`config.mk`:
```
export PLATFORM = sky130hd
export DESIGN_NAME = wav_pcm_stream_to_pcm16_unit
export DESIGN_NICKNAME = d
export VERILOG_FILES = /design/src/sv/wpcm_pkg.sv /design/src/sv/wpcm_front.sv /design/src/sv/wpcm_queue.sv /design/src/sv/wpcm_back.sv /design/src/sv/wav_pcm_stream_to_pcm16_unit.sv
export SDC_FILE = /design/constraint.sdc
export NUM_CORES = 2
export LEC_CHECK = 0
export BUFFER_PORTS_ARGS = -buffer_cell sky130_fd_sc_hd__buf_2
export CAP_MARGIN = 40
export CORE_MARGIN = 4
export CORE_UTILIZATION = 30
export DETAILED_ROUTE_END_ITERATION = 10
export GPL_ROUTABILITY_DRIVEN = 0
export SLEW_MARGIN = 15
export SYNTH_ARGS = -nofsm -noshare
export SYNTH_HDL_FRONTEND = slang
export SYNTH_SLANG_ARGS = --single-unit
```
`constraint.sdc`:
```
create_clock -name clock -period 18.1 [get_ports clock]
set_clock_uncertainty 0.1 [all_clocks]
set_input_delay 0.905 -clock clock [delete_from_list [all_inputs] [get_ports clock]]
set_output_delay 0.905 -clock clock [all_outputs]
set_load 0.005 [all_outputs]
```
`src/sv/wpcm_pkg.sv`:
```
package wpcm_pkg;

   localparam int MAX_SAMPLE_BYTES = 8;
   localparam int CSR_DATA_WIDTH = 16;
   localparam int CSR_INDEX_WIDTH = 3;

   localparam logic [2:0] CSR_FORMAT_KIND    = 3'd0;
   localparam logic [2:0] CSR_CONTAINER_BITS = 3'd1;
   localparam logic [2:0] CSR_SIG_BITS       = 3'd2;
   localparam logic [2:0] CSR_CHANNEL_COUNT  = 3'd3;
   localparam logic [2:0] CSR_FRAME_BYTES    = 3'd4;

   localparam logic [1:0] FMT_INT   = 2'd0;
   localparam logic [1:0] FMT_FLOAT = 2'd1;

   // conversion classes decided by the front
   localparam logic [2:0] CLS_ERROR = 3'd0;
   localparam logic [2:0] CLS_U8    = 3'd1;
   localparam logic [2:0] CLS_S16   = 3'd2;
   localparam logic [2:0] CLS_S24   = 3'd3;
   localparam logic [2:0] CLS_S32   = 3'd4;
   localparam logic [2:0] CLS_F32   = 3'd5;
   localparam logic [2:0] CLS_F64   = 3'd6;

   typedef struct packed {
      logic [7:0] data_byte;
      logic       chunk_end;
   } req_word_type;

   typedef struct packed {
      logic signed [15:0] pcm_sample;
      logic [15:0]        channel_index;
      logic               status;
   } rsp_word_type;

   // one gathered sample handed from front to back
   typedef struct packed {
      logic [63:0] sample_word;
      logic [2:0]  sample_class;
      logic [15:0] channel_index;
      logic [6:0]  sig_bits;
   } job_type;

endpackage

```
`src/sv/wpcm_front.sv`:
```
module wpcm_front #(
   parameter int MaxSampleBytes = wpcm_pkg::MAX_SAMPLE_BYTES
) (
   input  logic                  clock,
   input  logic                  reset,
   input  logic                  take,
   input  wpcm_pkg::req_word_type req_word,
   input  logic [1:0]            format_kind,
   input  logic [6:0]            container_bits,
   input  logic [6:0]            sig_bits,
   input  logic [15:0]           channel_count,
   input  logic [15:0]           frame_bytes,
   output logic                  job_valid,
   output wpcm_pkg::job_type     job
);
   localparam int WordBits = MaxSampleBytes * 8;

   logic [15:0] frame_position_ff, frame_position_in;
   logic [WordBits-1:0] sample_word_ff, sample_word_in, merged;
   logic [2:0]  byte_in_sample_ff, byte_in_sample_in;
   logic [15:0] channel_counter_ff, channel_counter_in;

   logic [4:0]  bps;
   logic [3:0]  walk;
   logic        active, done, frame_end, size_bad;
   logic [19:0] tight;
   logic [2:0]  cls;
   logic [5:0]  shamt;

   assign bps = 5'(({1'b0, container_bits} + 8'd7) >> 3);
   assign walk = (bps == 5'd0) ? 4'd1 :
                 (bps > 5'(MaxSampleBytes)) ? 4'(MaxSampleBytes) : bps[3:0];
   assign tight = 20'(channel_count) * 20'(bps);
   assign size_bad = (bps == 5'd0) || (bps > 5'(MaxSampleBytes)) ||
                     (channel_count == 16'd0) || (20'(frame_bytes) < tight);

   always_comb begin
      cls = wpcm_pkg::CLS_ERROR;
      if (size_bad) begin
         cls = wpcm_pkg::CLS_ERROR;
      end else if (format_kind == wpcm_pkg::FMT_FLOAT) begin
         if (container_bits == 7'd32) cls = wpcm_pkg::CLS_F32;
         else if (container_bits == 7'd64) cls = wpcm_pkg::CLS_F64;
      end else if (format_kind == wpcm_pkg::FMT_INT && sig_bits != 7'd0) begin
         if (sig_bits <= 7'd8) cls = wpcm_pkg::CLS_U8;
         else if (sig_bits <= 7'd16 && bps == 5'd2) cls = wpcm_pkg::CLS_S16;
         else if (sig_bits <= 7'd24 && bps == 5'd3) cls = wpcm_pkg::CLS_S24;
         else if (sig_bits <= 7'd32 && bps == 5'd4) cls = wpcm_pkg::CLS_S32;
      end
   end

   assign active = channel_counter_ff < channel_count;
   assign shamt = {byte_in_sample_ff, 3'b000};
   assign merged = sample_word_ff | (WordBits'(req_word.data_byte) << shamt);
   assign done = active && ({1'b0, byte_in_sample_ff} + 4'd1 >= walk);
   assign frame_end = (17'(frame_position_ff) + 17'd1 >= 17'(frame_bytes));

   always_comb begin
      frame_position_in  = frame_position_ff;
      sample_word_in     = sample_word_ff;
      byte_in_sample_in  = byte_in_sample_ff;
      channel_counter_in = channel_counter_ff;
      if (take) begin
         if (active) begin
            if (done) begin
               sample_word_in = '0;
               byte_in_sample_in = '0;
               channel_counter_in = channel_counter_ff + 16'd1;
            end else begin
               sample_word_in = merged;
               byte_in_sample_in = byte_in_sample_ff + 3'd1;
            end
         end
         if (frame_end || req_word.chunk_end) begin
            frame_position_in = '0;
            channel_counter_in = '0;
            byte_in_sample_in = '0;
            sample_word_in = '0;
         end else begin
            frame_position_in = frame_position_ff + 16'd1;
         end
      end
   end

   always_ff @(posedge clock) begin
      if (reset) begin
         frame_position_ff  <= '0;
         sample_word_ff     <= '0;
         byte_in_sample_ff  <= '0;
         channel_counter_ff <= '0;
      end else begin
         frame_position_ff  <= frame_position_in;
         sample_word_ff     <= sample_word_in;
         byte_in_sample_ff  <= byte_in_sample_in;
         channel_counter_ff <= channel_counter_in;
      end
   end

   assign job_valid = take && done;
   assign job.sample_word = 64'(merged);
   assign job.sample_class = cls;
   assign job.channel_index = channel_counter_ff;
   assign job.sig_bits = sig_bits;
endmodule

```
`src/sv/wpcm_queue.sv`:
```
module wpcm_queue (
   input  logic              clock,
   input  logic              reset,
   input  logic              push,
   input  wpcm_pkg::job_type push_job,
   output logic              full,
   output logic              pop_valid,
   output wpcm_pkg::job_type pop_job,
   input  logic              pop
);
   // four-entry queue; front only stalls when no free slot
   wpcm_pkg::job_type mem_ff [4];
   logic [1:0] wr_ff, rd_ff;
   logic [2:0] count_ff;

   assign full = (count_ff == 3'd4);
   assign pop_valid = (count_ff != 3'd0);
   assign pop_job = mem_ff[rd_ff];

   always_ff @(posedge clock) begin
      if (push) mem_ff[wr_ff] <= push_job;
   end

   always_ff @(posedge clock) begin
      if (reset) begin
         wr_ff <= '0;
         rd_ff <= '0;
         count_ff <= '0;
      end else begin
         if (push) wr_ff <= wr_ff + 2'd1;
         if (pop) rd_ff <= rd_ff + 2'd1;
         count_ff <= count_ff + {2'b00, push} - {2'b00, pop};
      end
   end
endmodule

```
`src/sv/wpcm_back.sv`:
```
module wpcm_back (
   input  logic                   clock,
   input  logic                   reset,
   input  logic                   job_valid,
   input  wpcm_pkg::job_type      job,
   output logic                   job_pop,
   output logic                   rsp_valid,
   input  logic                   rsp_stall,
   output wpcm_pkg::rsp_word_type rsp_word
);
   // stage 1: integer paths resolved, float split up and mantissa * 32767
   // stage 2: product rounded to double precision, then shifted
   logic        s1_valid_ff, s2_valid_ff, out_valid_ff;
   logic        s1_is_float_ff, s1_err_ff, s1_zero_ff, s1_neg1_ff, s1_sat_ff, s1_sign_ff;
   logic [15:0] s1_int_ff, s1_chan_ff;
   logic [67:0] s1_prod_ff;
   logic [5:0]  s1_shift_ff;
   logic        s2_err_ff;
   logic [15:0] s2_pcm_ff, s2_chan_ff;
   wpcm_pkg::rsp_word_type out_ff;

   logic advance;
   assign advance = !out_valid_ff || !rsp_stall;
   assign job_pop = job_valid && advance;

   // stage 1 combinational
   logic [63:0] w;
   logic [31:0] v32, sh32;
   logic [15:0] int_res, sat_res;
   logic        is_float, err, zero, neg1, sat1, sgn;
   logic [52:0] mant;
   logic [67:0] prod;
   logic [5:0]  shift;
   logic signed [12:0] e;
   logic [4:0]  k;

   always_comb begin
      w = job.sample_word;
      v32 = 32'(w[31:0]);
      if (job.sample_class == wpcm_pkg::CLS_S24) v32 = {{8{w[23]}}, w[23:0]};
      if (v32[31] && v32 < 32'hFFFF8000) sat_res = 16'h8000;
      else if (!v32[31] && v32 > 32'h7FFF) sat_res = 16'h7FFF;
      else sat_res = v32[15:0];
      k = 5'(job.sig_bits - 7'd16);
      sh32 = 32'($signed(v32) >>> k);
      int_res = '0; is_float = 1'b0; err = 1'b0; zero = 1'b0; neg1 = 1'b0;
      sat1 = 1'b0; sgn = 1'b0; mant = '0; shift = '0; e = '0;
      case (job.sample_class)
         wpcm_pkg::CLS_U8:  int_res = {w[7:0] ^ 8'h80, 8'h00};
         wpcm_pkg::CLS_S16: int_res = w[15:0];
         wpcm_pkg::CLS_S24, wpcm_pkg::CLS_S32:
            int_res = (job.sig_bits <= 7'd16) ? sat_res : sh32[15:0];
         wpcm_pkg::CLS_F32: begin
            is_float = 1'b1;
            sgn = w[31];
            e = 13'($signed({5'd0, w[30:23]})) - 13'sd127;
            mant = {1'b1, w[22:0], 29'd0};
            zero = (w[30:23] == 8'hFF);
         end
         wpcm_pkg::CLS_F64: begin
            is_float = 1'b1;
            sgn = w[63];
            e = 13'($signed({2'd0, w[62:52]})) - 13'sd1023;
            mant = {1'b1, w[51:0]};
            zero = (w[62:52] == 11'h7FF);
         end
         default: err = 1'b1;
      endcase
      // value = mant*2^(e-52); |x| >= 1 saturates, |x| < 2^-15 gives zero
      if (is_float && !zero) begin
         if (e >= 0) begin
            if (sgn) neg1 = 1'b1; else sat1 = 1'b1;
         end else if (e < -15) begin
            zero = 1'b1;
         end else begin
            shift = 6'(13'sd37 - e);
         end
      end
      // exact mant * 32767
      prod = {mant, 15'd0} - {15'd0, mant};
   end

   // stage 2 combinational
   logic        norm, up;
   logic [67:0] pn;
   logic [53:0] kr, mag;
   logic [5:0]  sh;
   logic [15:0] fres, pcm2;
   always_comb begin
      // round to 53 significant bits, nearest even, then truncate
      norm = !s1_prod_ff[67];
      pn = norm ? {s1_prod_ff[66:0], 1'b0} : s1_prod_ff;
      up = pn[14] && ((|pn[13:0]) || pn[15]);
      kr = {1'b0, pn[67:15]} + {53'd0, up};
      sh = s1_shift_ff + {5'd0, norm};
      mag = kr >> sh;
      fres = s1_sign_ff ? 16'(16'd0 - mag[15:0]) : mag[15:0];
      if (!s1_is_float_ff) pcm2 = s1_int_ff;
      else if (s1_zero_ff) pcm2 = 16'h0000;
      else if (s1_neg1_ff) pcm2 = 16'h8000;
      else if (s1_sat_ff) pcm2 = 16'h7FFF;
      else pcm2 = fres;
      if (s1_err_ff) pcm2 = 16'h0000;
   end

   always_ff @(posedge clock) begin
      if (advance) begin
         s1_is_float_ff <= is_float;
         s1_err_ff <= err;
         s1_zero_ff <= zero;
         s1_neg1_ff <= neg1;
         s1_sat_ff <= sat1;
         s1_sign_ff <= sgn;
         s1_int_ff <= int_res;
         s1_chan_ff <= job.channel_index;
         s1_prod_ff <= prod;
         s1_shift_ff <= shift;
         s2_err_ff <= s1_err_ff;
         s2_pcm_ff <= pcm2;
         s2_chan_ff <= s1_chan_ff;
         out_ff.pcm_sample <= s2_pcm_ff;
         out_ff.channel_index <= s2_chan_ff;
         out_ff.status <= s2_err_ff;
      end
   end

   always_ff @(posedge clock) begin
      if (reset) begin
         s1_valid_ff <= 1'b0;
         s2_valid_ff <= 1'b0;
         out_valid_ff <= 1'b0;
      end else if (advance) begin
         s1_valid_ff <= job_valid;
         s2_valid_ff <= s1_valid_ff;
         out_valid_ff <= s2_valid_ff;
      end
   end

   assign rsp_valid = out_valid_ff;
   assign rsp_word = out_ff;
endmodule

```
`src/sv/wav_pcm_stream_to_pcm16_unit.sv`:
```
// wav pcm data chunk to signed 16-bit samples
// req channel: one data byte per word, chunk_end set on the chunk's last byte.
// rsp channel: one word per completed sample with pcm_sample, channel_index and
// status (1 when the format/bit depth is unsupported, sample then 0).
// csr port: write-only, index 0..4 = format kind, container size in bits,
// significant bits, channel count, frame bytes; write only while idle.
// throughput: one byte per cycle while req_stall is low; the frame/sample
// counters in the front advance per byte; the back is a three-stage pipeline.
// a four-word queue sits between the front and the converter pipeline;
// when rsp_stall holds, the pipeline freezes and the queue fills, and
// req_stall rises only once the queue is full.
// reset (synchronous) clears the counters, queue and pipeline and restores
// the register defaults: integer, 16/16 bits, 2 channels, 4-byte frames.
module wav_pcm_stream_to_pcm16_unit #(
   parameter int MaxSampleBytes = wpcm_pkg::MAX_SAMPLE_BYTES
) (
   input  logic                   clock,
   input  logic                   reset,
   input  logic                   req_valid,
   output logic                   req_stall,
   input  wpcm_pkg::req_word_type req_word,
   output logic                   rsp_valid,
   input  logic                   rsp_stall,
   output wpcm_pkg::rsp_word_type rsp_word,
   input  logic                   csr_write,
   input  logic [wpcm_pkg::CSR_INDEX_WIDTH-1:0] csr_index,
   input  logic [wpcm_pkg::CSR_DATA_WIDTH-1:0]  csr_data
);
   logic [1:0]  format_kind_ff;
   logic [6:0]  container_bits_ff, sig_bits_ff;
   logic [15:0] channel_count_ff, frame_bytes_ff;

   always_ff @(posedge clock) begin
      if (reset) begin
         format_kind_ff <= 2'd0;
         container_bits_ff <= 7'd16;
         sig_bits_ff <= 7'd16;
         channel_count_ff <= 16'd2;
         frame_bytes_ff <= 16'd4;
      end else if (csr_write) begin
         case (csr_index)
            wpcm_pkg::CSR_FORMAT_KIND:    format_kind_ff <= csr_data[1:0];
            wpcm_pkg::CSR_CONTAINER_BITS: container_bits_ff <= csr_data[6:0];
            wpcm_pkg::CSR_SIG_BITS:       sig_bits_ff <= csr_data[6:0];
            wpcm_pkg::CSR_CHANNEL_COUNT:  channel_count_ff <= csr_data;
            wpcm_pkg::CSR_FRAME_BYTES:    frame_bytes_ff <= csr_data;
            default: ;
         endcase
      end
   end

   logic              full, take, push, q_valid, q_pop;
   wpcm_pkg::job_type push_job, q_job;

   assign req_stall = full;
   assign take = req_valid && !full;

   wpcm_front #(.MaxSampleBytes(MaxSampleBytes)) u_front (
      .clock(clock), .reset(reset), .take(take), .req_word(req_word),
      .format_kind(format_kind_ff), .container_bits(container_bits_ff),
      .sig_bits(sig_bits_ff), .channel_count(channel_count_ff),
      .frame_bytes(frame_bytes_ff), .job_valid(push), .job(push_job)
   );

   wpcm_queue u_queue (
      .clock(clock), .reset(reset), .push(push), .push_job(push_job),
      .full(full), .pop_valid(q_valid), .pop_job(q_job), .pop(q_pop)
   );

   wpcm_back u_back (
      .clock(clock), .reset(reset), .job_valid(q_valid), .job(q_job),
      .job_pop(q_pop), .rsp_valid(rsp_valid), .rsp_stall(rsp_stall),
      .rsp_word(rsp_word)
   );
endmodule
```
==> qor.yml <==
postRouteAntennaNets: 0
slew_headroom: 0.336
numPortBuffers: 67
status: "finished clean"
intPower_mw: 4.71
path_delay_family: "compound AO/OA/AOI/OAI gates"
setup.worst_path.end_class: "flip-flop"
worstPathRequired_ps: 18500
cts_resized: 0
pin_count: 68
synth_top_family_by_area: "simple AND/OR/NAND/NOR gates"
hp-class: "reg2reg"
cts_setup_buffers: 0
p_per_area_nw_per_um2: 170
synth_area_um2: 43500
timing.rr.start: "container_bits_ff[3]"
vias: 34500
pwr-share-comb: 0.523
synth-compound-area-share: 0.151
viasPerCell: 5.58
fillers: 14300
track_usage: 0.169
clk_latency_ps: 690
areaGrowthSynthToFinish_pct: 12.2
ys_seq_area_frac: 0.444
finalMaxSlewViolations: 0
post-route-period-util: 0.417
place_ws_ps: 10620
wl_met2_mm: 61.7
diodes: 0
antenna_found_initial: 5
cts_tree: "built"
start_util: 0.303
cts.sinks: 697
top_layer_used: "met5"
synth-xor-area-share: 0.0332
layout.nets: 4425
cp-start-kind: "flip-flop"
ir_drop_uv: 86.0
clock_path_buffers: 3
cp_common_cell: "a21oi_1"
fmax_mhz: 133
wl_met3_mm: 9.00
syn_nets: 4448
drt_iter0_markers: 3702
post-route-util: 0.340
synthSimpleGateAreaFrac: 0.165
hold_violations: 0
cts_max_level: 3
r2r.worst_path.cells: 27
finalSetupTns_ps: 0
drc_errors: 0
grt_pass1_wl_mm: 203
hold_start: "u_back.s2_pcm_ff[1]"
drt_first_pass_iters: 6
ys.flop_type: "edfxtp_1"
ys_seq_elements: 697
grt_pass1_vias: 33000
clk_pin_slew_worst_paths_ps: 60
hold_ws_ps: 316
p_clk_frac: 0.198
die_height_um: 389
wl_met1_mm: 56.0
syn_inst: 4240
core_area_um2: 144000
critical_path_class: "reg2reg"
syn_avg_cell_area_um2: 10.3
overflow: 0
root_buffer: "clkbuf_16"
rsz0062_at_grt: "false"
std_cell_rows: 139
dieArea_um2: 151000
async_reset_ff_frac: 0
period_minus_slack_ps: 7540
p_leak_nw: 18.2
hold_buffers: 0
synth_cell_types: 104
cts_buffers: 78
wirelength_mm: 132
routedWlPerCell_um: 21.3
cp.arrival_ps: 7940
synth-edff-count: 538
critical_path_buf_inv_count: 1
grt_max_degree: 136
die-width_um: 389
r2r_end: "u_queue.mem_ff[1][24]"
post_route_cells_drive_above_1_share: 0.121
r2r_slack_ps: 10560
dp_hpwl_mm: 94.7
slowest_stage: "fa_1"
max_stage_delay_ps: 560
tightest_slew_ps: 996
setup-violations-final: 0
yosys_warnings: 0
critPathMaxFanout: 14
pwr-share-seq: 0.279
synthAdderAreaFrac: 0.0575
power.switching_mw: 3.60
muxShareOfSynthArea: 0.108
worst_slack_ps: 10560
holdPathEnd: "u_back.rsp_word[18]"
whs_path_depth: 0
cap_violations: 0
p_sw_frac: 0.434
## power groups by stage
stage | registers [mW] | clock network [mW] | logic [mW]
after floorplan | 2.20 | 0 | 3.14
after global placement | 2.35 | 0 | 4.17
after detailed placement | 2.35 | 0 | 4.22
after CTS | 2.32 | 1.69 | 4.24
after global routing | 2.35 | 1.76 | 4.67
final | 2.32 | 1.65 | 4.34
## worst register-to-register path: stages (launching register included)
cell and delay (ps):
dfxtp_1 350, o31a_1 370, nand3_1 470, xnor2_1 520, nand2_1 130, fa_1 520
fa_1 540, fa_1 560, inv_1 40, ha_1 320, a21oi_1 200, o21ai_0 100
a21oi_1 230, o21ai_0 120, a21oi_1 210, nand2b_1 130, a21boi_0 110, o41ai_1 540
o21bai_1 110, a21oi_1 190, xor2_1 90, ha_1 270, o21a_1 110, o2111ai_1 90
a21oi_1 130, o311ai_0 130, a211o_1 390, nor2_1 270
## cell usage in the layout (no fill, tap or decap), types with 28 or more instances in the layout
| master | Yosys | routed |
|---|---|---|
| a211oi_1 | 43 | 43 |
| xor2_1 | 52 | 51 |
| nand3_1 | 119 | 119 |
| mux2i_1 | 177 | 177 |
| and2_1 | 47 | 47 |
| inv_1 | 190 | 189 |
| o21a_1 | 34 | 34 |
| a21o_1 | 118 | 118 |
| xnor2_1 | 113 | 112 |
| a31oi_1 | 29 | 29 |
| ha_1 | 133 | 132 |
| or4_1 | 28 | 28 |
| o22ai_1 | 29 | 29 |
| nand4_1 | 66 | 66 |
| edfxtp_1 | 538 | 538 |
| buf_4 | 11 | 60 |
| and3_1 | 42 | 38 |
| clkbuf_16 | 0 | 79 |
| nand2b_1 | 36 | 36 |
| nor3_1 | 87 | 86 |
| o211ai_1 | 28 | 28 |
| nor2_1 | 380 | 378 |
| mux2_2 | 69 | 69 |
| o21ai_0 | 144 | 144 |
| nor4_1 | 43 | 43 |
| dfxtp_1 | 159 | 157 |
| nand2_1 | 421 | 420 |
| buf_2 | 16 | 68 |
| a21oi_1 | 279 | 279 |
| nor2b_1 | 33 | 33 |
| fa_1 | 42 | 42 |
| mux4_2 | 96 | 96 |
## flip-flops by register name, indices dropped and copies added, names as in the netlist, 7 cells and up, named ones only
name	count
sig_bits_ff	7
u_back.rsp_word	33
u_back.s1_int_ff	16
u_front.channel_counter_ff	16
u_front.frame_position_ff	16
frame_bytes_ff	16
u_queue.mem_ff	360
u_front.sample_word_ff	64
channel_count_ff	16
u_back.s2_pcm_ff	16
u_back.s1_prod_ff	68
container_bits_ff	7
u_back.s1_chan_ff	16
u_back.s2_chan_ff	16
## cell type report
| class | instances | area, µm² | area share |
|---|---|---|---|
| Timing Repair Buffer | 145 | 1150 | 0.0236 |
| Inverter | 191 | 717 | 0.0147 |
| Sequential cell | 697 | 19300 | 0.396 |
| Clock buffer | 104 | 2130 | 0.0436 |
| Clock inverter | 40 | 576 | 0.0118 |
| Tap cell | 1903 | 2380 | 0.0487 |
| Multi-Input combinational cell | 3104 | 22500 | 0.462 |
## per-layer routing
| layer | track usage | vias to the layer above |
|---|---|---|
| met5 | 0 | - |
| met3 | 0.0281 | 343 |
| met4 | 0.0648 | 2 |
| met2 | 0.279 | 1427 |
| li1 | - | 15900 |
| met1 | 0.223 | 16900 |
## synth_stat cells, types with 52 or more instances
| cell | instances | area (µm²) |
|---|---|---|
| mux2_2 | 69 | 777 |
| o21ai_0 | 144 | 721 |
| ha_1 | 133 | 1660 |
| inv_1 | 190 | 713 |
| nor3_1 | 87 | 435 |
| nor2_1 | 380 | 1430 |
| a21oi_1 | 279 | 1400 |
| nand2_1 | 421 | 1580 |
| a21o_1 | 118 | 886 |
| nand3_1 | 119 | 596 |
| mux4_2 | 96 | 2160 |
| clkbuf_1 | 182 | 683 |
| dfxtp_1 | 159 | 3180 |
| xnor2_1 | 113 | 990 |
| mux2i_1 | 177 | 1770 |
| nand4_1 | 66 | 413 |
| xor2_1 | 52 | 455 |
| edfxtp_1 | 538 | 16200 |
## metrics by stage
| step | area, µm² | instances | total power [mW] |
|---|---|---|---|
| 4_1_cts | 48800 | 6179 | 8.26 |
| 2_1_floorplan | 43500 | 4240 | 5.34 |
| 3_5_place_dp | 46100 | 6035 | 6.57 |
| 6_report | 48900 | 6184 | 8.31 |
| 5_1_grt | 48900 | 6184 | 8.78 |
| 3_3_place_gp | 45700 | 6009 | 6.51 |
## logic make-up after synthesis
group / count (synthesis)
xor+xnor: 165
fa+ha+maj: 175
simple gates: 1446
flops: 697
mux: 342
compound gates: 976
buf+inv: 439
## worst max-delay path by stage
stage | startpoint | to | slack [ps] | depth (start not counted)
after floorplan | flip-flop | u_back.s1_prod_ff[55] | 11360 | 26
after global placement | container_bits_ff[0] | u_queue.mem_ff[0][23] | 10720 | 27
after detailed placement | container_bits_ff[3] | u_queue.mem_ff[0][24] | 10620 | 27
after CTS | container_bits_ff[3] | u_queue.mem_ff[0][24] | 10570 | 27
after global routing | container_bits_ff[3] | u_queue.mem_ff[0][23] | 9850 | 27
final | container_bits_ff[3] | u_queue.mem_ff[1][24] | 10560 | 27
No activity file was read; power rests on OpenSTA's default activity.
